==> src/rtl/ssti_pkg.sv <==
`timescale 1ns / 1ps
// ----------------------------------------------------------------------------
// ssti_pkg
// Types and constants shared by the sorted sample table interpolator.
// ----------------------------------------------------------------------------
package ssti_pkg;

	typedef enum logic [1:0] {
		CMD_INSERT = 2'd0,
		CMD_INTERP = 2'd1,
		CMD_MARK   = 2'd2,
		CMD_CLEAR  = 2'd3
	} cmd_t;

	typedef enum logic [1:0] {
		STS_OK      = 2'd0,
		STS_MERGED  = 2'd1,
		STS_DROPPED = 2'd2
	} status_t;

	typedef enum logic [1:0] {
		ALU_MUL  = 2'd0,
		ALU_DIV  = 2'd1,
		ALU_SQRT = 2'd2
	} alu_op_t;

	typedef enum logic [3:0] {
		S_IDLE,
		S_SCAN,
		S_SCAN_CHK,
		S_SCAN_END,
		S_SH_RD,
		S_SH_WR,
		S_ISSUE,
		S_WAIT,
		S_NEXT,
		S_OUT
	} state_t;

	typedef enum logic [3:0] {
		MS_EA2,
		MS_EB2,
		MS_YMUL,
		MS_YDIV,
		MS_EAB,
		MS_ESQ,
		MS_EDIV,
		MS_SQRT,
		MS_IMUL,
		MS_IDIV,
		MS_WDIV
	} mstep_t;

	localparam int MUL_STEPS  = 64;
	localparam int DIV_STEPS  = 128;
	localparam int SQRT_STEPS = 32;

	typedef struct packed {
		logic           start;
		alu_op_t        op;
		logic [127:0]   opa;
		logic [63:0]    opb;
	} alu_req_t;

	typedef struct packed {
		logic signed [31:0] x;
		logic signed [31:0] y;
		logic [31:0]        e;
	} point_t;

	typedef struct packed {
		logic signed [31:0] result_value;
		logic [1:0]         table_id;
		logic [4:0]         lower_index;
		logic [16:0]        weight_lower;
		logic [16:0]        weight_upper;
		logic               hit;
		logic [1:0]         status;
		logic               last;
	} res_t;

endpackage

==> src/rtl/ssti_alu.sv <==
`timescale 1ns / 1ps
// ----------------------------------------------------------------------------
// ssti_alu
// Shared bit-serial unit: shift-add multiply, restoring divide, square root.
// ----------------------------------------------------------------------------
module ssti_alu (
	input  logic              clk,
	input  logic              arst_n,
	input  ssti_pkg::alu_req_t req,
	output logic              done,
	output logic [127:0]      res
);
	import ssti_pkg::*;

	logic         busy_q, done_q;
	alu_op_t      op_q;
	logic [6:0]   cnt_q;
	logic [127:0] acc_q, sh_q;
	logic [65:0]  rem_q;
	logic [63:0]  opd_q;

	logic [127:0] mul_nx;
	logic [64:0]  div_r, div_rem;
	logic         div_ge;
	logic [65:0]  sq_r, sq_t, sq_rem;
	logic         sq_ge;
	logic         last_step;

	always_comb begin
		mul_nx  = {acc_q[126:0], 1'b0} + (sh_q[63] ? {64'd0, opd_q} : 128'd0);
		div_r   = {rem_q[63:0], sh_q[127]};
		div_ge  = div_r >= {1'b0, opd_q};
		div_rem = div_ge ? div_r - {1'b0, opd_q} : div_r;
		sq_r    = {rem_q[63:0], sh_q[63:62]};
		sq_t    = {acc_q[63:0], 2'b01};
		sq_ge   = sq_r >= sq_t;
		sq_rem  = sq_ge ? sq_r - sq_t : sq_r;
		case (op_q)
			ALU_MUL:  last_step = cnt_q == 7'(MUL_STEPS - 1);
			ALU_DIV:  last_step = cnt_q == 7'(DIV_STEPS - 1);
			ALU_SQRT: last_step = cnt_q == 7'(SQRT_STEPS - 1);
			default:  last_step = 1'b1;
		endcase
	end

	always_ff @(posedge clk or negedge arst_n) begin
		if (!arst_n) begin
			busy_q <= 1'b0;
			done_q <= 1'b0;
			cnt_q  <= '0;
			op_q   <= ALU_MUL;
		end else begin
			done_q <= 1'b0;
			if (req.start) begin
				busy_q <= 1'b1;
				op_q   <= req.op;
				cnt_q  <= '0;
				acc_q  <= '0;
				rem_q  <= '0;
				case (req.op)
					ALU_MUL: begin
						opd_q <= req.opa[63:0];
						sh_q  <= {64'd0, req.opb};
					end
					ALU_DIV: begin
						opd_q <= req.opb;
						sh_q  <= req.opa;
					end
					default: begin
						opd_q <= req.opb;
						sh_q  <= {64'd0, req.opa[63:0]};
					end
				endcase
			end else if (busy_q) begin
				case (op_q)
					ALU_MUL: begin
						acc_q <= mul_nx;
						sh_q  <= sh_q << 1;
					end
					ALU_DIV: begin
						acc_q <= {acc_q[126:0], div_ge};
						rem_q <= {1'b0, div_rem};
						sh_q  <= sh_q << 1;
					end
					default: begin
						acc_q <= {acc_q[126:0], sq_ge};
						rem_q <= sq_rem;
						sh_q  <= sh_q << 2;
					end
				endcase
				cnt_q <= cnt_q + 7'd1;
				if (last_step) begin
					busy_q <= 1'b0;
					done_q <= 1'b1;
				end
			end
		end
	end

	assign done = done_q;
	assign res  = acc_q;
endmodule

==> config.mk <==
export PLATFORM = sky130hd
export DESIGN_NAME = ssti_alu
export DESIGN_NICKNAME = d
export VERILOG_FILES = /design/src/rtl/ssti_pkg.sv /design/src/rtl/ssti_alu.sv
export SDC_FILE = /design/constraint.sdc
export NUM_CORES = 2
export LEC_CHECK = 0
export ABC_CLOCK_PERIOD_IN_PS = 8900
export BUFFER_PORTS_ARGS = -buffer_cell sky130_fd_sc_hd__buf_2
export CAP_MARGIN = 20
export CORE_ASPECT_RATIO = 0.75
export CORE_MARGIN = 1
export CORE_UTILIZATION = 45
export DETAILED_ROUTE_END_ITERATION = 10
export GPL_TIMING_DRIVEN = 1
export MAX_ROUTING_LAYER = met4
export PLACE_DENSITY_LB_ADDON = 0.3
export RECOVER_POWER = 50
export SYNTH_ARGS = -nofsm -noshare
export SYNTH_HDL_FRONTEND = slang
export SYNTH_SLANG_ARGS = --single-unit
==> constraint.sdc <==
create_clock -name clk -period 8.9 [get_ports clk]
set_input_delay 1.335 -clock clk [delete_from_list [all_inputs] [get_ports clk]]
set_output_delay 1.335 -clock clk [all_outputs]
set_load 0.005 [all_outputs]
Word level (Yosys, flattened, before mapping)
Index checks and enable logic that the tools add are counted.
{ "word_totals": {"latch_bits": 0, "regBits": 397, "mem_bits_rw": 0, "memories": 0, "romBits": 0} }
{ "op_classes": {"reduce_logical": 6, "shift": 0, "n_lt_le_gt_ge": 2, "n_div": 0, "addsub": 4, "mux": 21, "bitwise_logic": 0, "mul": 0, "eq_ne": 6} }
{ "ops": {"columns": ["op", "n"], "rows": [
  ["128-bit 2-to-1 mux", 4],
  ["128-bit case mux with 2 select lines", 2],
  ["66-bit 2-to-1 mux", 2],
  ["66-bit case mux with 2 select lines", 1],
  ["128-bit by 64-bit adder with 128-bit output", 1],
  ["64-bit 2-to-1 mux", 2],
  ["66-bit greater-or-equal comparator", 1],
  ["66-bit subtractor", 1],
  ["65-bit by 64-bit greater-or-equal comparator with 1-bit output", 1],
  ["65-bit 2-to-1 mux", 1],
  ["65-bit by 64-bit subtractor with 65-bit output", 1],
  ["7-bit 2-to-1 mux", 2],
  ["7-bit by 1-bit adder with 7-bit output (second input constant)", 1],
  ["7-bit by 5-bit equality test with 1-bit output (second input constant)", 1],
  ["7-bit by 6-bit equality test with 1-bit output (second input constant)", 1],
  ["7-bit equality test (second input constant)", 1],
  ["1-bit 2-to-1 mux", 6],
  ["2-bit by 1-bit equality test with 1-bit output (second input constant)", 2],
  ["2-bit logical NOT", 2],
  ["2-bit AND reduction", 2],
  ["1-bit case mux with 3 select lines", 1],
  ["2-bit equality test (second input constant)", 1],
  ["2-bit nonzero test", 1],
  ["2-bit OR reduction", 1]
]} }

Logic depth before layout (Yosys ltp)
{ "logic_depth": {"word_depth": 5, "ltp_mapped": 18, "ltp_nobuf": 15} }

Worst setup path before layout
No wires, ideal clock.
{ "synth_path": {"kind": "input-to-reg", "startpoint": "input req[194] (netlist name)", "endpoint": "register sh_q[0] (enable)", "setup_ps": 629, "cell_stages": 4, "path_slack_ps": 783, "required_time_ps": 8271, "arrival_time_ps": 7487, "path_cell_list": "clkbuf_1 -> nor2_1 -> clkbuf_1 -> nor2b_1"} }
{ "synth_between": {"elab_chain_len": 2} }
{ "synth_lines": {"columns": ["element", "line_no", "text"], "rows": [
  ["start: declaration", "ssti_alu.sv:9", "input ssti_pkg::alu_req_t req,"],
  ["2-bit nonzero test (no line)", null, null],
  ["2-bit AND reduction (no line)", null, null],
  ["end signal: assignment", "ssti_alu.sv:63", "sh_q <= {64'd0, req.opb};"],
  ["end signal: assignment", "ssti_alu.sv:67", "sh_q <= req.opa;"],
  ["end signal: assignment", "ssti_alu.sv:71", "sh_q <= {64'd0, req.opa[63:0]};"],
  ["end: declaration", "ssti_alu.sv:18", "logic [127:0] acc_q, sh_q;"]
]} }
No other way between the ends.
A chain may end at the register's enable or synchronous reset.

Worst setup path in the final report
{ "layout_path": {"startpoint": "input req[194] (netlist name)", "endpoint": "register sh_q[1] (enable)"} }
The elaborated chain is that of the path after synthesis.

==> results.ini <==
[critical_path]
critPathKind=in -> reg
r2r_slack_ns=3.35
cp-endpoint=sh_q[1]$_DFFE_PP_
crit_required_ns=9.15
critPathLaunchType=input port
r2r_start=sh_q[63]$_DFFE_PP_
endpoint_kind=register
r2r_cells=15
arrival_ns=6.69
r2r-end=res[125]$_SDFFCE_PP0P_
worstPathMaxFanout=113
cp-startpoint=req[194]

[drt]
drtAntennaViolNets=0
first_pass_iters=6
viasPerCell=6.15
drt_wl_total_mm=120
via_count=32400
wire_per_inst_um=22.8
drt-initial-drc-count=4329
drc=0

[timing]
slew_headroom_pct=-190
rsz0062_at_grt=false
clock.fmax_ghz=0.155
fin_worst_skew_ns=0.0403
setup_viol=0
fin_crit_ns=6.44
timing.final.crit_share_pct=72.4
fin_setup_tns_ns=0
whs_ns=0.568
layout_setup_ws_ns=2.46
drv_slew=346
worst_slew_pin_slew_ns=4.36
hold_viol_final=0

[synth]
ys_types=83
ys_seq_area_share_pct=34.2
synth_edf_count=384
yosysWarnings=0
synth_cells=4056
synth_top_area_share_pct=33.4
synth.area.top_cells=edfxtp_1, ha_1, a21oi_1
synth.net_count=4449
synth.avg_cell_area_um2=8.51
syn_area_um2=34500
synth_seq_cells=395
synthArstFlopShare_pct=2.78
ys.flop_type=edfxtp_1
synth_top_area_cell=edfxtp_1

[placement]
io_buffers=325
place_congestion=1.04
dpl_cell_area_um2=36800
place_hpwl_mm=93.0
pre_cts_slack_ns=3.43

[global_route]
top_usage_layer=met1
met1_usage_pct=48.5
grt.met3_usage_pct=9.18
antenna_found_initial=5
grt_max_degree=188
use_met2_pct=38.0
grt_remaining_overflow=0
grt_use_total_pct=30.9
grt_pass1_vias=29000
grt_pass1_wl_mm=180

[clock_tree]
cts.repair.resized=0
post_cts_buffers=0
cts_made_buffers=45
cts_max_level=2
clk_pin_slew_worst_paths_ns=0.06
clock_latency_ns=0.63
cts.sinks=395
cts_tree=yes
clockBufferDepth=3
clock-root-buffer=clkbuf_16
cts_hold_buf=0

[power_and_ir_drop]
powerDensity_nw_per_um2=195
total_leakage_power_nw=15.0
vdd_ir_drop_max_v=0.000123

[floorplan]
io_pins=326
fp.dieH_um=242
floorplan.die.width_um=322
design.core.area_um2=75500
dieArea_um2=77800
num_rows=87
start_util_pct=45.7

[run_status]
violations=capacitance limit, slew limit
status=complete, but fails checks

[finish]
fin_util_pct=50.6
fillers=7373
drive_above_1_share_pct=10.8
layout.nets=4607
fin_area_um2=38200
area_growth_pct=10.7

[job]
maxCapViolCount=7

[worst_hold_path]
min_path_type=reg -> reg
min_from=cnt_q[1]$_DFFE_PN0N_

## layer usage
metal | vias up | wire length [um]
met5 | - | 0
met4 | 0 | 2040
met3 | 138 | 15800
met2 | 1695 | 44900
met1 | 15200 | 57500
li1 | 15400 | -
## synth_stat cells (11+ instances only)
cell type and count:
nand2_1 396, xor2_1 90, a21o_1 94, edfxtp_1 384
nor2_1 383, or4_1 11, nor4_1 19, nand4_1 89
a21boi_0 11, and3_1 46, o21bai_1 46, mux2_2 67
xnor2_1 134, a31oi_1 31, o31ai_1 25, buf_1 24
a211oi_1 155, o211ai_1 26, a311oi_1 43, o21ai_0 264
nor2b_1 83, clkbuf_1 205, buf_2 16, nand3_1 74
a22o_1 20, a221oi_1 26, nor3_1 61, a21oi_1 378
or3_1 28, o21a_1 27, and4_1 12, nand2b_1 25
inv_1 205, dfrtp_1 11, ha_1 194, mux2i_1 162
and2_1 25, a22oi_1 12, o22ai_1 24
## power breakdown
part / total (mW) / internal [mW] / switching (mW)
Clock: 1.93 / 1.10 / 0.836
Combinational: 2.96 / 1.11 / 1.85
Sequential: 2.56 / 2.30 / 0.267
Total: 7.46 / 4.50 / 2.96
## sequential cells by signal (all words and copies together) (netlist names)
signal	count
cnt_q	7
rem_q	64
busy_q	1
res	128
sh_q	128
op_q	2
opd_q	64
done	1
## critical path, stage by stage
cell,delay (ns)
clkbuf_1,2.99
nor2_1,0.44
nor2b_4,0.25
buf_4,0.67
buf_4,0.78
## placed cells by master (no fill, tap or decap), types with 11 or more instances in the layout
cell type,netlist,final
xor2_1,90,90
o211ai_1,26,26
clkbuf_1,205,67
mux2_2,67,65
nor4_1,19,19
a221oi_1,26,26
nor2b_1,83,81
and2_1,25,24
o21ai_0,264,264
nand2_1,396,396
a21o_1,94,94
nor2_1,383,381
a31oi_1,31,31
buf_4,2,27
a21oi_1,378,377
o21bai_1,46,46
o21a_1,27,27
clkbuf_16,0,47
edfxtp_1,384,384
o22ai_1,24,24
and4_1,12,12
ha_1,194,194
a311oi_1,43,43
or3_1,28,28
a22o_1,20,20
xnor2_1,134,134
mux2i_1,162,162
nor3_1,61,61
a21boi_0,11,11
or4_1,11,11
a22oi_1,12,12
nand2b_1,25,25
o31ai_1,25,24
a211oi_1,155,155
nand3_1,74,74
and3_1,46,46
inv_1,205,205
buf_2,16,269
nand4_1,89,89
## area by class of cell
| class | count | area [um2] | share of cell area [%] |
|---|---|---|---|
| Inverter | 208 | 781 | 2.04 |
| Antenna cell | 5 | 12.5 | 0.0328 |
| Multi-Input combinational cell | 3206 | 21000 | 55.0 |
| Clock buffer | 58 | 1240 | 3.24 |
| Timing Repair Buffer | 358 | 1810 | 4.75 |
| Tap cell | 1023 | 1280 | 3.35 |
| Clock inverter | 24 | 241 | 0.632 |
| Sequential cell | 395 | 11800 | 30.9 |
## through the flow
stage,power [mW],instances
2_1_floorplan,4.55,4056
6_report,7.46,5277
4_1_cts,7.39,5271
3_3_place_gp,5.44,5189
3_5_place_dp,5.44,5189
5_1_grt,7.83,5276
## worst min path at each step
stage	slack, ns	cells after the start	end
floorplan	0.51	2	cnt_q[1]$_DFFE_PN0N_
global placement	0.54	2	cnt_q[1]$_DFFE_PN0N_
detailed placement	0.56	2	cnt_q[1]$_DFFE_PN0N_
CTS	0.57	2	cnt_q[1]$_DFFE_PN0N_
global route	0.61	2	cnt_q[1]$_DFFE_PN0N_
finish	0.57	2	cnt_q[1]$_DFFE_PN0N_
## kinds of logic after synthesis
family / after synthesis / synth area share, %
xor+xnor: 224 / 5.69
compound gates: 1278 / 23.7
fa+ha+maj: 196 / 7.15
buf+inv: 455 / 5.03
simple gates: 1279 / 17.3
mux: 229 / 6.89
flops: 395 / 34.2
Note: power is estimated with default switching activity, not from simulation.
